## src/clns_pkg.sv

```systemverilog
// constants, control word type and control store for the character display nibble sequencer
package clns_pkg;

    localparam int NUM_COLS      = 16;
    localparam int NUM_ROWS      = 2;
    localparam int MAX_PAD_CHARS = 16;

    localparam int COL_W = $clog2(NUM_COLS + 1);
    localparam int PAD_W = $clog2(MAX_PAD_CHARS + 1);
    localparam int PC_W  = 5;

    // request kinds
    localparam logic [2:0] REQ_INIT      = 3'd0;
    localparam logic [2:0] REQ_COMMAND   = 3'd1;
    localparam logic [2:0] REQ_CHAR      = 3'd2;
    localparam logic [2:0] REQ_CURSOR    = 3'd3;
    localparam logic [2:0] REQ_CLEAR     = 3'd4;
    localparam logic [2:0] REQ_DISPLAY   = 3'd5;
    localparam logic [2:0] REQ_BACKLIGHT = 3'd6;
    localparam logic [2:0] REQ_PAD       = 3'd7;

    // result kinds
    localparam logic [1:0] KIND_STROBE    = 2'd0;
    localparam logic [1:0] KIND_BACKLIGHT = 2'd1;
    localparam logic [1:0] KIND_REJECT    = 2'd2;

    // display command bytes
    localparam logic [7:0] CMD_CLEAR    = 8'h01;
    localparam logic [7:0] CMD_DISPLAY  = 8'h08;
    localparam logic [7:0] CMD_SET_ADDR = 8'h80;
    localparam logic [7:0] CHAR_SPACE   = 8'h20;

    // nibble source select
    localparam logic [1:0] NS_CONST = 2'd0;
    localparam logic [1:0] NS_HI    = 2'd1;
    localparam logic [1:0] NS_LO    = 2'd2;

    // program entry points
    localparam logic [PC_W-1:0] PC_INIT   = 5'd0;
    localparam logic [PC_W-1:0] PC_BYTE   = 5'd16;
    localparam logic [PC_W-1:0] PC_CHAR   = 5'd18;
    localparam logic [PC_W-1:0] PC_PAD    = 5'd20;
    localparam logic [PC_W-1:0] PC_REJECT = 5'd22;
    localparam logic [PC_W-1:0] PC_BLIGHT = 5'd23;
    localparam logic [PC_W-1:0] PC_LAST   = 5'd23;

    typedef struct packed {
        logic [1:0]      kind;
        logic [1:0]      nsel;
        logic [3:0]      nib;
        logic            rs;
        logic [2:0]      delay;
        logic            colinc;
        logic            last;
        logic            jmp;
        logic [PC_W-1:0] target;
    } t_ctl;

    function automatic t_ctl mk_ctl(input logic [1:0] kind, input logic [1:0] nsel,
                                    input logic [3:0] nib, input logic rs,
                                    input logic [2:0] delay, input logic colinc,
                                    input logic last, input logic jmp,
                                    input logic [PC_W-1:0] target);
        t_ctl w;
        w.kind   = kind;
        w.nsel   = nsel;
        w.nib    = nib;
        w.rs     = rs;
        w.delay  = delay;
        w.colinc = colinc;
        w.last   = last;
        w.jmp    = jmp;
        w.target = target;
        return w;
    endfunction

    function automatic t_ctl ctl_rom(input logic [PC_W-1:0] pc);
        t_ctl w;
        case (pc)
            // init: wake-up nibbles, then function set, display off, clear,
            // entry mode, display on, home address
            5'd0:  w = mk_ctl(KIND_STROBE, NS_CONST, 4'h3, 1'b0, 3'd5, 1'b0, 1'b0, 1'b0, PC_INIT);
            5'd1:  w = mk_ctl(KIND_STROBE, NS_CONST, 4'h3, 1'b0, 3'd1, 1'b0, 1'b0, 1'b0, PC_INIT);
            5'd2:  w = mk_ctl(KIND_STROBE, NS_CONST, 4'h3, 1'b0, 3'd1, 1'b0, 1'b0, 1'b0, PC_INIT);
            5'd3:  w = mk_ctl(KIND_STROBE, NS_CONST, 4'h2, 1'b0, 3'd1, 1'b0, 1'b0, 1'b0, PC_INIT);
            5'd4:  w = mk_ctl(KIND_STROBE, NS_CONST, 4'h2, 1'b0, 3'd0, 1'b0, 1'b0, 1'b0, PC_INIT);
            5'd5:  w = mk_ctl(KIND_STROBE, NS_CONST, 4'h8, 1'b0, 3'd0, 1'b0, 1'b0, 1'b0, PC_INIT);
            5'd6:  w = mk_ctl(KIND_STROBE, NS_CONST, 4'h0, 1'b0, 3'd0, 1'b0, 1'b0, 1'b0, PC_INIT);
            5'd7:  w = mk_ctl(KIND_STROBE, NS_CONST, 4'h8, 1'b0, 3'd0, 1'b0, 1'b0, 1'b0, PC_INIT);
            5'd8:  w = mk_ctl(KIND_STROBE, NS_CONST, 4'h0, 1'b0, 3'd0, 1'b0, 1'b0, 1'b0, PC_INIT);
            5'd9:  w = mk_ctl(KIND_STROBE, NS_CONST, 4'h1, 1'b0, 3'd0, 1'b0, 1'b0, 1'b0, PC_INIT);
            5'd10: w = mk_ctl(KIND_STROBE, NS_CONST, 4'h0, 1'b0, 3'd0, 1'b0, 1'b0, 1'b0, PC_INIT);
            5'd11: w = mk_ctl(KIND_STROBE, NS_CONST, 4'h6, 1'b0, 3'd0, 1'b0, 1'b0, 1'b0, PC_INIT);
            5'd12: w = mk_ctl(KIND_STROBE, NS_CONST, 4'h0, 1'b0, 3'd0, 1'b0, 1'b0, 1'b0, PC_INIT);
            5'd13: w = mk_ctl(KIND_STROBE, NS_CONST, 4'hC, 1'b0, 3'd0, 1'b0, 1'b0, 1'b0, PC_INIT);
            5'd14: w = mk_ctl(KIND_STROBE, NS_CONST, 4'h8, 1'b0, 3'd0, 1'b0, 1'b0, 1'b0, PC_INIT);
            5'd15: w = mk_ctl(KIND_STROBE, NS_CONST, 4'h0, 1'b0, 3'd0, 1'b0, 1'b1, 1'b0, PC_INIT);
            // instruction byte
            5'd16: w = mk_ctl(KIND_STROBE, NS_HI, 4'h0, 1'b0, 3'd0, 1'b0, 1'b0, 1'b0, PC_INIT);
            5'd17: w = mk_ctl(KIND_STROBE, NS_LO, 4'h0, 1'b0, 3'd0, 1'b0, 1'b1, 1'b0, PC_INIT);
            // data byte
            5'd18: w = mk_ctl(KIND_STROBE, NS_HI, 4'h0, 1'b1, 3'd0, 1'b0, 1'b0, 1'b0, PC_INIT);
            5'd19: w = mk_ctl(KIND_STROBE, NS_LO, 4'h0, 1'b1, 3'd0, 1'b1, 1'b1, 1'b0, PC_INIT);
            // pad loop
            5'd20: w = mk_ctl(KIND_STROBE, NS_HI, 4'h0, 1'b1, 3'd0, 1'b0, 1'b0, 1'b0, PC_INIT);
            5'd21: w = mk_ctl(KIND_STROBE, NS_LO, 4'h0, 1'b1, 3'd0, 1'b1, 1'b1, 1'b1, PC_PAD);
            5'd22: w = mk_ctl(KIND_REJECT, NS_CONST, 4'h0, 1'b0, 3'd0, 1'b0, 1'b1, 1'b0, PC_INIT);
            5'd23: w = mk_ctl(KIND_BACKLIGHT, NS_CONST, 4'h0, 1'b0, 3'd0, 1'b0, 1'b1, 1'b0,
                              PC_INIT);
            default: w = mk_ctl(KIND_REJECT, NS_CONST, 4'h0, 1'b0, 3'd0, 1'b0, 1'b1, 1'b0,
                                PC_INIT);
        endcase
        return w;
    endfunction

endpackage

```

## src/char_lcd_nibble_sequencer.sv

```systemverilog
// character display nibble sequencer: control store program driving the nibble datapath
// first result: acceptance sets the step counter; its word is loaded into the output register
//   once that register is empty or being taken. throughput: one result per cycle from the step
//   counter walking the control store while the output is not stalled; an item has 1 to 32
//   results, and the next item is accepted only after its predecessor's last result is loaded
// reset: synchronous active low; clears ready flag, backlight, cursor and the sequencer
module char_lcd_nibble_sequencer (
    input  logic        i_clk,
    input  logic        i_rst_n,
    input  logic        s_axis_tvalid,
    output logic        s_axis_tready,
    input  logic [31:0] s_axis_tdata,  // byte_value, column, row, disp_en, curs_en,
                                       // blink_en, backlight_on
    input  logic [2:0]  s_axis_tuser,  // req_type
    output logic        m_axis_tvalid,
    input  logic        m_axis_tready,
    output logic [15:0] m_axis_tdata,  // nibble_value, reg_select, backlight_pin, wait_ms,
                                       // cursor_col, cursor_row
    output logic [1:0]  m_axis_tuser,  // result_kind
    output logic        m_axis_tlast
);

    localparam int COL_W = clns_pkg::COL_W;
    localparam int PAD_W = clns_pkg::PAD_W;
    localparam int PC_W  = clns_pkg::PC_W;

    logic                  r_ready, n_ready;
    logic                  r_bl, n_bl;
    logic [COL_W-1:0]      r_col, n_col;
    logic                  r_row, n_row;
    logic                  r_busy, n_busy;
    logic [PC_W-1:0]       r_pc, n_pc;
    logic [PAD_W-1:0]      r_padk, n_padk;
    logic [7:0]            r_byte, n_byte;
    logic                  r_ovalid, n_ovalid;
    logic [1:0]            r_okind, n_okind;
    logic [3:0]            r_onib, n_onib;
    logic                  r_ors, n_ors;
    logic                  r_obl, n_obl;
    logic [2:0]            r_odelay, n_odelay;
    logic [COL_W-1:0]      r_ocol, n_ocol;
    logic                  r_orow, n_orow;
    logic                  r_olast, n_olast;

    clns_pkg::t_ctl        w;
    logic                  accept, load, take_jmp, w_last;
    logic [COL_W-1:0]      col_inc, clamp_col;
    logic [PAD_W-1:0]      padk_inc;
    logic                  clamp_row;
    logic [2:0]            req;
    logic [7:0]            in_byte, in_col, in_row;
    logic [3:0]            nib;

    assign req     = s_axis_tuser;
    assign in_byte = s_axis_tdata[7:0];
    assign in_col  = s_axis_tdata[15:8];
    assign in_row  = s_axis_tdata[23:16];

    assign s_axis_tready = !r_busy;
    assign accept        = s_axis_tvalid && s_axis_tready;
    assign load          = r_busy && (!r_ovalid || m_axis_tready);

    assign w         = clns_pkg::ctl_rom(r_pc);
    assign col_inc   = r_col + COL_W'(1);
    assign padk_inc  = r_padk + PAD_W'(1);
    assign take_jmp  = w.jmp && (col_inc < COL_W'(clns_pkg::NUM_COLS))
                       && (padk_inc < PAD_W'(clns_pkg::MAX_PAD_CHARS));
    assign w_last    = w.last && !take_jmp;
    assign clamp_col = (in_col < 8'(clns_pkg::NUM_COLS)) ? COL_W'(in_col) : '0;
    assign clamp_row = (in_row < 8'(clns_pkg::NUM_ROWS)) ? in_row[0] : 1'b0;

    always_comb begin
        case (w.nsel)
            clns_pkg::NS_HI: nib = r_byte[7:4];
            clns_pkg::NS_LO: nib = r_byte[3:0];
            default:         nib = w.nib;
        endcase
    end

    always_comb begin
        n_ready  = r_ready;
        n_bl     = r_bl;
        n_col    = r_col;
        n_row    = r_row;
        n_busy   = r_busy;
        n_pc     = r_pc;
        n_padk   = r_padk;
        n_byte   = r_byte;
        n_ovalid = r_ovalid;
        n_okind  = r_okind;
        n_onib   = r_onib;
        n_ors    = r_ors;
        n_obl    = r_obl;
        n_odelay = r_odelay;
        n_ocol   = r_ocol;
        n_orow   = r_orow;
        n_olast  = r_olast;

        if (r_ovalid && m_axis_tready) begin
            n_ovalid = 1'b0;
        end

        if (load) begin
            n_ovalid = 1'b1;
            n_okind  = w.kind;
            n_onib   = nib;
            n_ors    = w.rs;
            n_obl    = r_bl;
            n_odelay = w.delay;
            n_ocol   = w.colinc ? col_inc : r_col;
            n_orow   = r_row;
            n_olast  = w_last;
            if (w.colinc) begin
                n_col = col_inc;
            end
            if (w.jmp) begin
                n_padk = padk_inc;
            end
            n_pc = take_jmp ? w.target : r_pc + PC_W'(1);
            if (w_last) begin
                n_busy = 1'b0;
            end
        end

        if (accept) begin
            n_busy = 1'b1;
            n_padk = '0;
            n_byte = in_byte;
            if (req != clns_pkg::REQ_INIT && !r_ready) begin
                n_pc = clns_pkg::PC_REJECT;
            end else begin
                case (req)
                    clns_pkg::REQ_INIT: begin
                        n_pc    = clns_pkg::PC_INIT;
                        n_ready = 1'b1;
                        n_bl    = 1'b1;
                        n_col   = '0;
                        n_row   = 1'b0;
                    end
                    clns_pkg::REQ_COMMAND: begin
                        n_pc = clns_pkg::PC_BYTE;
                    end
                    clns_pkg::REQ_CHAR: begin
                        n_pc = (r_col >= COL_W'(clns_pkg::NUM_COLS)) ? clns_pkg::PC_REJECT
                                                                     : clns_pkg::PC_CHAR;
                    end
                    clns_pkg::REQ_CURSOR: begin
                        n_pc   = clns_pkg::PC_BYTE;
                        n_col  = clamp_col;
                        n_row  = clamp_row;
                        n_byte = clns_pkg::CMD_SET_ADDR | {1'b0, clamp_row, 6'(clamp_col)};
                    end
                    clns_pkg::REQ_CLEAR: begin
                        n_pc   = clns_pkg::PC_BYTE;
                        n_col  = '0;
                        n_row  = 1'b0;
                        n_byte = clns_pkg::CMD_CLEAR;
                    end
                    clns_pkg::REQ_DISPLAY: begin
                        n_pc   = clns_pkg::PC_BYTE;
                        n_byte = clns_pkg::CMD_DISPLAY
                                 | {5'd0, s_axis_tdata[24], s_axis_tdata[25], s_axis_tdata[26]};
                    end
                    clns_pkg::REQ_BACKLIGHT: begin
                        n_pc = clns_pkg::PC_BLIGHT;
                        n_bl = s_axis_tdata[27];
                    end
                    default: begin
                        n_byte = clns_pkg::CHAR_SPACE;
                        n_pc   = (r_col >= COL_W'(clns_pkg::NUM_COLS)) ? clns_pkg::PC_REJECT
                                                                       : clns_pkg::PC_PAD;
                    end
                endcase
            end
        end
    end

    always_ff @(posedge i_clk) begin
        if (!i_rst_n) begin
            r_ready  <= 1'b0;
            r_bl     <= 1'b0;
            r_col    <= '0;
            r_row    <= 1'b0;
            r_busy   <= 1'b0;
            r_pc     <= clns_pkg::PC_INIT;
            r_padk   <= '0;
            r_ovalid <= 1'b0;
        end else begin
            r_ready  <= n_ready;
            r_bl     <= n_bl;
            r_col    <= n_col;
            r_row    <= n_row;
            r_busy   <= n_busy;
            r_pc     <= n_pc;
            r_padk   <= n_padk;
            r_ovalid <= n_ovalid;
        end
    end

    always_ff @(posedge i_clk) begin
        r_byte   <= n_byte;
        r_okind  <= n_okind;
        r_onib   <= n_onib;
        r_ors    <= n_ors;
        r_obl    <= n_obl;
        r_odelay <= n_odelay;
        r_ocol   <= n_ocol;
        r_orow   <= n_orow;
        r_olast  <= n_olast;
    end

    assign m_axis_tvalid = r_ovalid;
    assign m_axis_tuser  = r_okind;
    assign m_axis_tlast  = r_olast;
    assign m_axis_tdata  = {1'b0, r_orow, r_ocol[4:0], r_odelay, r_obl, r_ors, r_onib};

    a_pc_range: assert property (@(posedge i_clk) disable iff (!i_rst_n)
        r_busy |-> r_pc <= clns_pkg::PC_LAST)
        else $error("step counter outside control store");

    a_col_range: assert property (@(posedge i_clk) disable iff (!i_rst_n)
        r_col <= COL_W'(clns_pkg::NUM_COLS))
        else $error("tracked column past display width");

    a_reject_last: assert property (@(posedge i_clk) disable iff (!i_rst_n)
        (r_ovalid && r_okind != clns_pkg::KIND_STROBE) |-> r_olast)
        else $error("non-strobe result not final");

    a_last_frees: assert property (@(posedge i_clk) disable iff (!i_rst_n)
        (load && w_last) |=> !r_busy)
        else $error("sequencer busy after final result");

    a_delay_init: assert property (@(posedge i_clk) disable iff (!i_rst_n)
        (r_ovalid && r_odelay != 3'd0) |-> r_ready)
        else $error("init wait shown while not initialized");

endmodule
```

## config.mk

```make
export PLATFORM = sky130hd
export DESIGN_NAME = char_lcd_nibble_sequencer
export DESIGN_NICKNAME = d
export VERILOG_FILES = /design/src/clns_pkg.sv /design/src/char_lcd_nibble_sequencer.sv
export SDC_FILE = /design/constraint.sdc
export NUM_CORES = 1
export LEC_CHECK = 0
export BUFFER_PORTS_ARGS = -buffer_cell sky130_fd_sc_hd__buf_2
export CAP_MARGIN = 20
export CORE_MARGIN = 2
export CORE_UTILIZATION = 38
export CTS_CLUSTER_DIAMETER = 80
export DETAILED_ROUTE_END_ITERATION = 8
export PLACE_DENSITY = 0.64
export SLEW_MARGIN = 10
export SYNTH_ARGS = -nofsm -noshare
export SYNTH_HDL_FRONTEND = slang
export SYNTH_SLANG_ARGS = --single-unit
```

## constraint.sdc

```tcl
create_clock -name i_clk -period 3.9 [get_ports i_clk]
set_input_delay 0.195 -clock i_clk [delete_from_list [all_inputs] [get_ports i_clk]]
set_output_delay 0.195 -clock i_clk [all_outputs]
set_load 0.1 [all_outputs]
```

=== Word-level counts from Yosys, hierarchy flattened ===
Memories as Yosys holds them, arrays and structs flattened. A register that Yosys moved wholly into a read port is not among the register bits.
Index checks and enable logic that the tools add are counted.

* Memories kept: 1
* Register bits: 46
* Output and inout port bits: 21
* ROM bits: 512

{| class="wikitable"
|+ Memory list
! name !! depth !! width !! read ports !! clocked after Yosys merged registers in !! write ports !! RTL line !! RTL
|-
| (no name shown) || 32 || 16 || 1 || 1 || 0 || clns_pkg.sv:79 || <nowiki>case (pc)</nowiki>
|}

* Muxes and demuxes: 26
* Reductions and logical operators: 28
* Bitwise logic cells: 2
* Magnitude comparators: 5
* Eq/ne operators: 8
* Add/subtract/negate cells: 3

{| class="wikitable"
|+ Operators by type and width
! cell !! count
|-
| two-way mux 5 bit || 11
|-
| case mux 8 bit (4 select lines) || 1
|-
| case mux 5 bit (4 select lines) || 1
|-
| adder 5 x 1 -> 5 bit (second input constant) || 3
|-
| < comparator 5 bit (second input constant) || 2
|-
| case mux 5 bit (2 select lines) || 1
|-
| nonzero test 2 bit || 5
|-
| == test 3 bit (second input constant) || 3
|-
| AND reduction 3 bit || 3
|-
| < comparator 8 x 2 -> 1 bit (second input constant) || 1
|-
| < comparator 8 x 5 -> 1 bit (second input constant) || 1
|-
| two-way mux 8 bit || 1
|-
| case mux 4 bit (2 select lines) || 1
|-
| OR reduction 4 bit || 2
|-
| logical AND 1 bit || 7
|-
| == test 3 x 2 -> 1 bit (second input constant) || 2
|-
| two-way mux 1 bit || 6
|-
| >= comparator 5 bit (second input constant) || 1
|-
| zero test 1 bit || 4
|-
| case mux 1 bit (2 select lines) || 2
|-
| AND reduction 2 bit || 2
|-
| OR reduction 2 bit || 2
|-
| == test 3 x 1 -> 1 bit (second input constant) || 1
|-
| zero test 3 bit || 1
|-
| 7 further kinds || 8
|}

=== Longest topological paths before layout ===
* Word-level depth: 9
* Gate-level depth with buffers: 11
* Depth with buffers taken out: 11

=== Worst setup path before layout ===
Ideal clock, no wire load.

* Path type: register to register
* From: register r_ovalid, in the netlist m_axis_tvalid
* To: register w[12] (netlist name)
* Setup slack: 1.189 ns
* Arrival: 2.607 ns
* Setup time: 0.103 ns
* Data required time: 3.797 ns
* Cell stages (with the launch flop): 8
* Period minus slack after synthesis: 2.711 ns
* Cell sequence: dfxtp_1 > nor2b_2 > nand2b_1 > inv_1 > a32o_2 > nand2_4 > nor2_2 > a2111oi_2

* Cells in the longest elaborated chain, start to end: 6

{| class="wikitable"
|+ Ends and longest elaborated chain
! item !! RTL line !! RTL
|-
| start: declaration || char_lcd_nibble_sequencer.sv:35 || <nowiki>logic r_ovalid, n_ovalid;</nowiki>
|-
| start signal: assignment || char_lcd_nibble_sequencer.sv:196 || <nowiki>r_ovalid <= n_ovalid;</nowiki>
|-
| zero test 1 bit || char_lcd_nibble_sequencer.sv:61 || <nowiki>assign load = r_busy && (!r_ovalid || m_axis_tready);</nowiki>
|-
| logical OR 1 bit || char_lcd_nibble_sequencer.sv:61 ||
|-
| logical AND 1 bit || char_lcd_nibble_sequencer.sv:61 ||
|-
| net load || char_lcd_nibble_sequencer.sv:46 || <nowiki>logic accept, load, take_jmp, w_last;</nowiki>
|-
| nonzero test 2 bit (no line) || -- ||
|-
| two-way mux 5 bit (no line) (2 in series) || -- ||
|}

The timed path passes the listed nets, and every way through them passes these cells.
A chain may end at the register's enable or synchronous reset.

=== Final worst setup path ===
* From: register r_col[0]
* To: register w[6] (netlist name)

* Cells in the longest elaborated chain, start to end: 9
* Elaborated cells between the ends (all ways): 14
* Classes of those cells: add/sub (1); order compare (2); mux (9); reduce/logical (2)

{| class="wikitable"
|+ Ends and longest elaborated chain
! item !! RTL line !! RTL
|-
| start: declaration || char_lcd_nibble_sequencer.sv:29 || <nowiki>logic [COL_W-1:0] r_col, n_col;</nowiki>
|-
| start signal: assignment || char_lcd_nibble_sequencer.sv:191 || <nowiki>r_col <= n_col;</nowiki>
|-
| adder 5 x 1 -> 5 bit || char_lcd_nibble_sequencer.sv:64 || <nowiki>assign col_inc = r_col + COL_W'(1);</nowiki>
|-
| < comparator 5 bit || char_lcd_nibble_sequencer.sv:66 || <nowiki>assign take_jmp = w.jmp && (col_inc < COL_W'(clns_pkg::NUM_COLS))</nowiki>
|-
| logical AND 1 bit || char_lcd_nibble_sequencer.sv:66 ||
|-
| logical AND 1 bit || char_lcd_nibble_sequencer.sv:67 || <nowiki>&& (padk_inc < PAD_W'(clns_pkg::MAX_PAD_CHARS));</nowiki>
|-
| two-way mux 5 bit || char_lcd_nibble_sequencer.sv:119 || <nowiki>n_pc = take_jmp ? w.target : r_pc + PC_W'(1);</nowiki>
|-
| two-way mux 5 bit || char_lcd_nibble_sequencer.sv:103 || <nowiki>if (load) begin</nowiki>
|-
| two-way mux 5 bit (*) || char_lcd_nibble_sequencer.sv:125 || <nowiki>if (accept) begin</nowiki>
|-
| two-way mux 5 bit (no line) (*) (2 in series) || -- ||
|}

Every way passes the cells marked *; elsewhere a longest branch is shown, timed or not. The select of a mux whose other input is x is not followed.

==> summary.md <==
| Metric | Value |
|---|---|
| Layout cells sized above 1 | 0.239 |
| Avg WL per Cell | ~13 um |
| Most frequent cells in the layout | buf_2, nand2_1, dfxtp_1 |
| Synth warn | 0 |
| GRT Total Usage | 0.157 |
| Synth Area per Inst | approximately 9.8 um^2 |
| Die height | between 90 and 100 um |
| Grt ovf | 0 |
| DRT antenna net count | 0 |
| CP endpoint kind | flip-flop |
| CTS Hold Bufs | 0 |
| Most common flop cell mapped by yosys | dfxtp_1 |
| Flop pwr share | 0.462 |
| Comb pwr share | 0.184 |
| Startpoint type of the worst setup path | flip-flop |
| # Post-CTS Setup Buffers | 0 |
| Internal power | approximately 1.1 mW |
| Rel. slew slack | 0.622 |
| Largest net degree at the start of global routing | 17 |
| Placed insts | around 450 |
| Cell taking the most area after synthesis | edfxtp_1 |
| Clock buffer depth | 2 |
| CTS root buf | clkbuf_8 |
| Core footprint | approximately 7600 um^2 |
| Area contributors post-synth | edfxtp_1, dfxtp_1, ha_1, nand2_1, a21oi_1 |
| HP Class | in -> reg |
| H-tree depth | 3 |
| Sw frac | 0.303 |
| I/O pins | 60 |
| DRT iter0 DRCs | 130 |
| Psw | between 400 and 500 uW |
| Commonest non-fill, non-tap cell in the layout | buf_2 |
| Setup Skew | ~0.0051 ns |
| Storage cell area | roughly 1400 um^2 |
| Slew Limit Fails | 0 |
| Filler cells | 747 |
| Later-pin clock latency in the skew report | approximately 0.34 ns |
| Initial cell density of the core | 0.387 |
| Leakage power | 1.41 nW |
| Vias/cell | between 5 and 6 |
| Max-cap viol count | 0 |
| Hold_ws | roughly 0.12 ns |
| DRC violations left | 0 |
| Tcrit/Tclk final | 0.655 |
| Global-route wire length before repair | roughly 10,000 um |
| CTS tree | done |
| Fin util | 0.456 |
| Cells after Synth | approximately 300 |
| Initial antenna violation count | 0 |
| Sequential area share after synthesis | 0.486 |
| EDFF count, synth | 25 |
| Status | finished, final reports clean |
| Area of the multi-input gates | ~1400 um^2 |
| Vias post-DR | around 2,300 |
| Worst-margin pin slew | 0.562 ns |
| PwrDens | roughly 440 nW/um^2 |
| RSZ-0062 raised after global routing | no |
| Cts bufs inserted | 9 |
| Rows | 32 |
| #FFs+latches synth | 59 |
| Synth-to-Final Area Change | 17.8% |
| Vias in the first global route | 2,182 |
| Distinct cells, synth | ~60 |
| Chip width | approximately 90 um |
| Async SR Flop Fraction | 0 |
| Placer Congestion | between 0.8 and 0.9 |
| Total Power | 1.52 mW |
| Area share of the largest cell type after synthesis | 0.255 |
| Max Fclk | a little under 0.4 GHz |
| Post-route insts no fill | ~460 |
| Clk sinks | 59 |
| Fin crit period | 2.55 ns |
| Critical Path RT | ~4.2 ns |
| Clock-pin slew on the worst setup and hold paths | 0.06 ns |
| Fin Setup TNS | 0 ns |
| IO Port Bufs | 53 |
| DRT Pass-1 Iters | 5 |
| Cts repair resizes | 0 |
| Clk network pwr share | 0.353 |
| Synthesized area | 2940 um^2 |
| Final hold vios | 0 |
| Die ar. | between 8000 and 9000 um^2 |
| Worst EP arrival | 2.82 ns |
| Post-Route WL | slightly above 6000 um |
| CP Class | reg -> reg |
| # nets final | 406 |
| HPWL Detailed | 4460 um |
| # setup viols final | 0 |
| N_diodes | 0 |
| Worst IR drop on VDD | approximately 0.17 mV |
| Crit path max fanout | 7 |
-- power by group through the flow --
stage	Clock [mW]	Sequential (mW)	Combinational, mW
final	0.537	0.702	0.280
after global routing	0.578	0.706	0.305
after CTS	0.547	0.702	0.282
after detailed placement	0	0.715	0.281
after global placement	0	0.715	0.278
after floorplan	0	0.793	0.144
-- logic make-up (layout without fill, tap and decap cells) --
family | after synthesis | in the layout | share of synthesized area
fa+ha+maj | 12 | 12 | 0.0510
flops | 59 | 59 | 0.486
compound gates | 77 | 77 | 0.180
mux | 3 | 3 | 0.0106
buf+inv | 30 | 88 | 0.0476
xor+xnor | 11 | 11 | 0.0327
simple gates | 108 | 108 | 0.190
other cells | 1 | 2 | 0.00127
-- synth_stat cells (all sizes together) (2+ instances only) --
cell type / number
nand2: 35
dfxtp: 34
edfxtp: 25
nor2: 25
a21oi: 22
o21ai: 22
inv: 18
ha: 12
nor3: 12
nand3: 10
buf: 7
a22oi: 6
xnor2: 6
a31oi: 5
and2: 5
clkbuf: 5
xor2: 5
and4: 3
o22ai: 3
or3: 3
a211oi: 2
a21boi: 2
a221oi: 2
a32oi: 2
and3: 2
mux2i: 2
nand2b: 2
nand4: 2
nor2b: 2
nor3b: 2
nor4: 2
o211a: 2
o21a: 2
-- metrics by stage --
stage	setup slack (ns)	area, um^2
floorplan	1.19	2950
global placement	1.40	3280
detailed placement	1.35	3280
CTS	1.33	3470
global route	1.09	3470
finish	1.35	3470
-- registers in the layout, summed over array words and instances (netlist names), 2 cells and up --
name / flops
r_pc: 5
r_ocol: 5
r_odelay: 2
m_axis_tuser: 2
r_col: 5
w: 14
r_byte: 8
r_padk: 5
r_onib: 4
-- worst paths after layout --
check	startpoint	endpoint	slack, ns	depth (start not counted)
max	r_col[0]$_SDFF_PN0_	w[6]$_DFF_P_	1.35	11
min reg2reg	w[18]$_SDFF_PP0_	m_axis_tuser[0]$_DFFE_PN_	0.40	0
min	s_axis_tdata[10]	r_col[2]$_SDFF_PN0_	0.12	3
max reg2reg	r_col[0]$_SDFF_PN0_	w[6]$_DFF_P_	1.35	11
-- worst max-delay path: stages, from the launching register on --
cell and delay (ns):
dfxtp_1 0.44, ha_1 0.24, a31oi_1 0.14, o221ai_4 0.32, a21oi_1 0.10, o21ai_0 0.15
nand2_1 0.19, inv_1 0.14, ha_1 0.25, nand2_1 0.07, mux2_1 0.30, o22ai_1 0.14
-- area by class of cell --
cell class / count / share of cell area
inverters: 18 / 0.0195
clock buffers: 15 / 0.0541
flip-flops and latches: 59 / 0.413
clock inverters: 1 / 0.00144
well taps: 102 / 0.0368
repair buffers: 54 / 0.0786
multi-input cells: 213 / 0.397
-- layer usage --
| layer | vias to the layer above | global-route usage | wire length, um |
|---|---|---|---|
| met5 | - | 0 | 0 |
| met4 | 0 | 0.0672 | 114 |
| met3 | 8 | 0.0485 | 343 |
| met2 | 71 | 0.229 | 2650 |
| met1 | 1040 | 0.215 | 2990 |
| li1 | 1195 | - | - |
No activity file was read; power rests on OpenSTA's default activity.
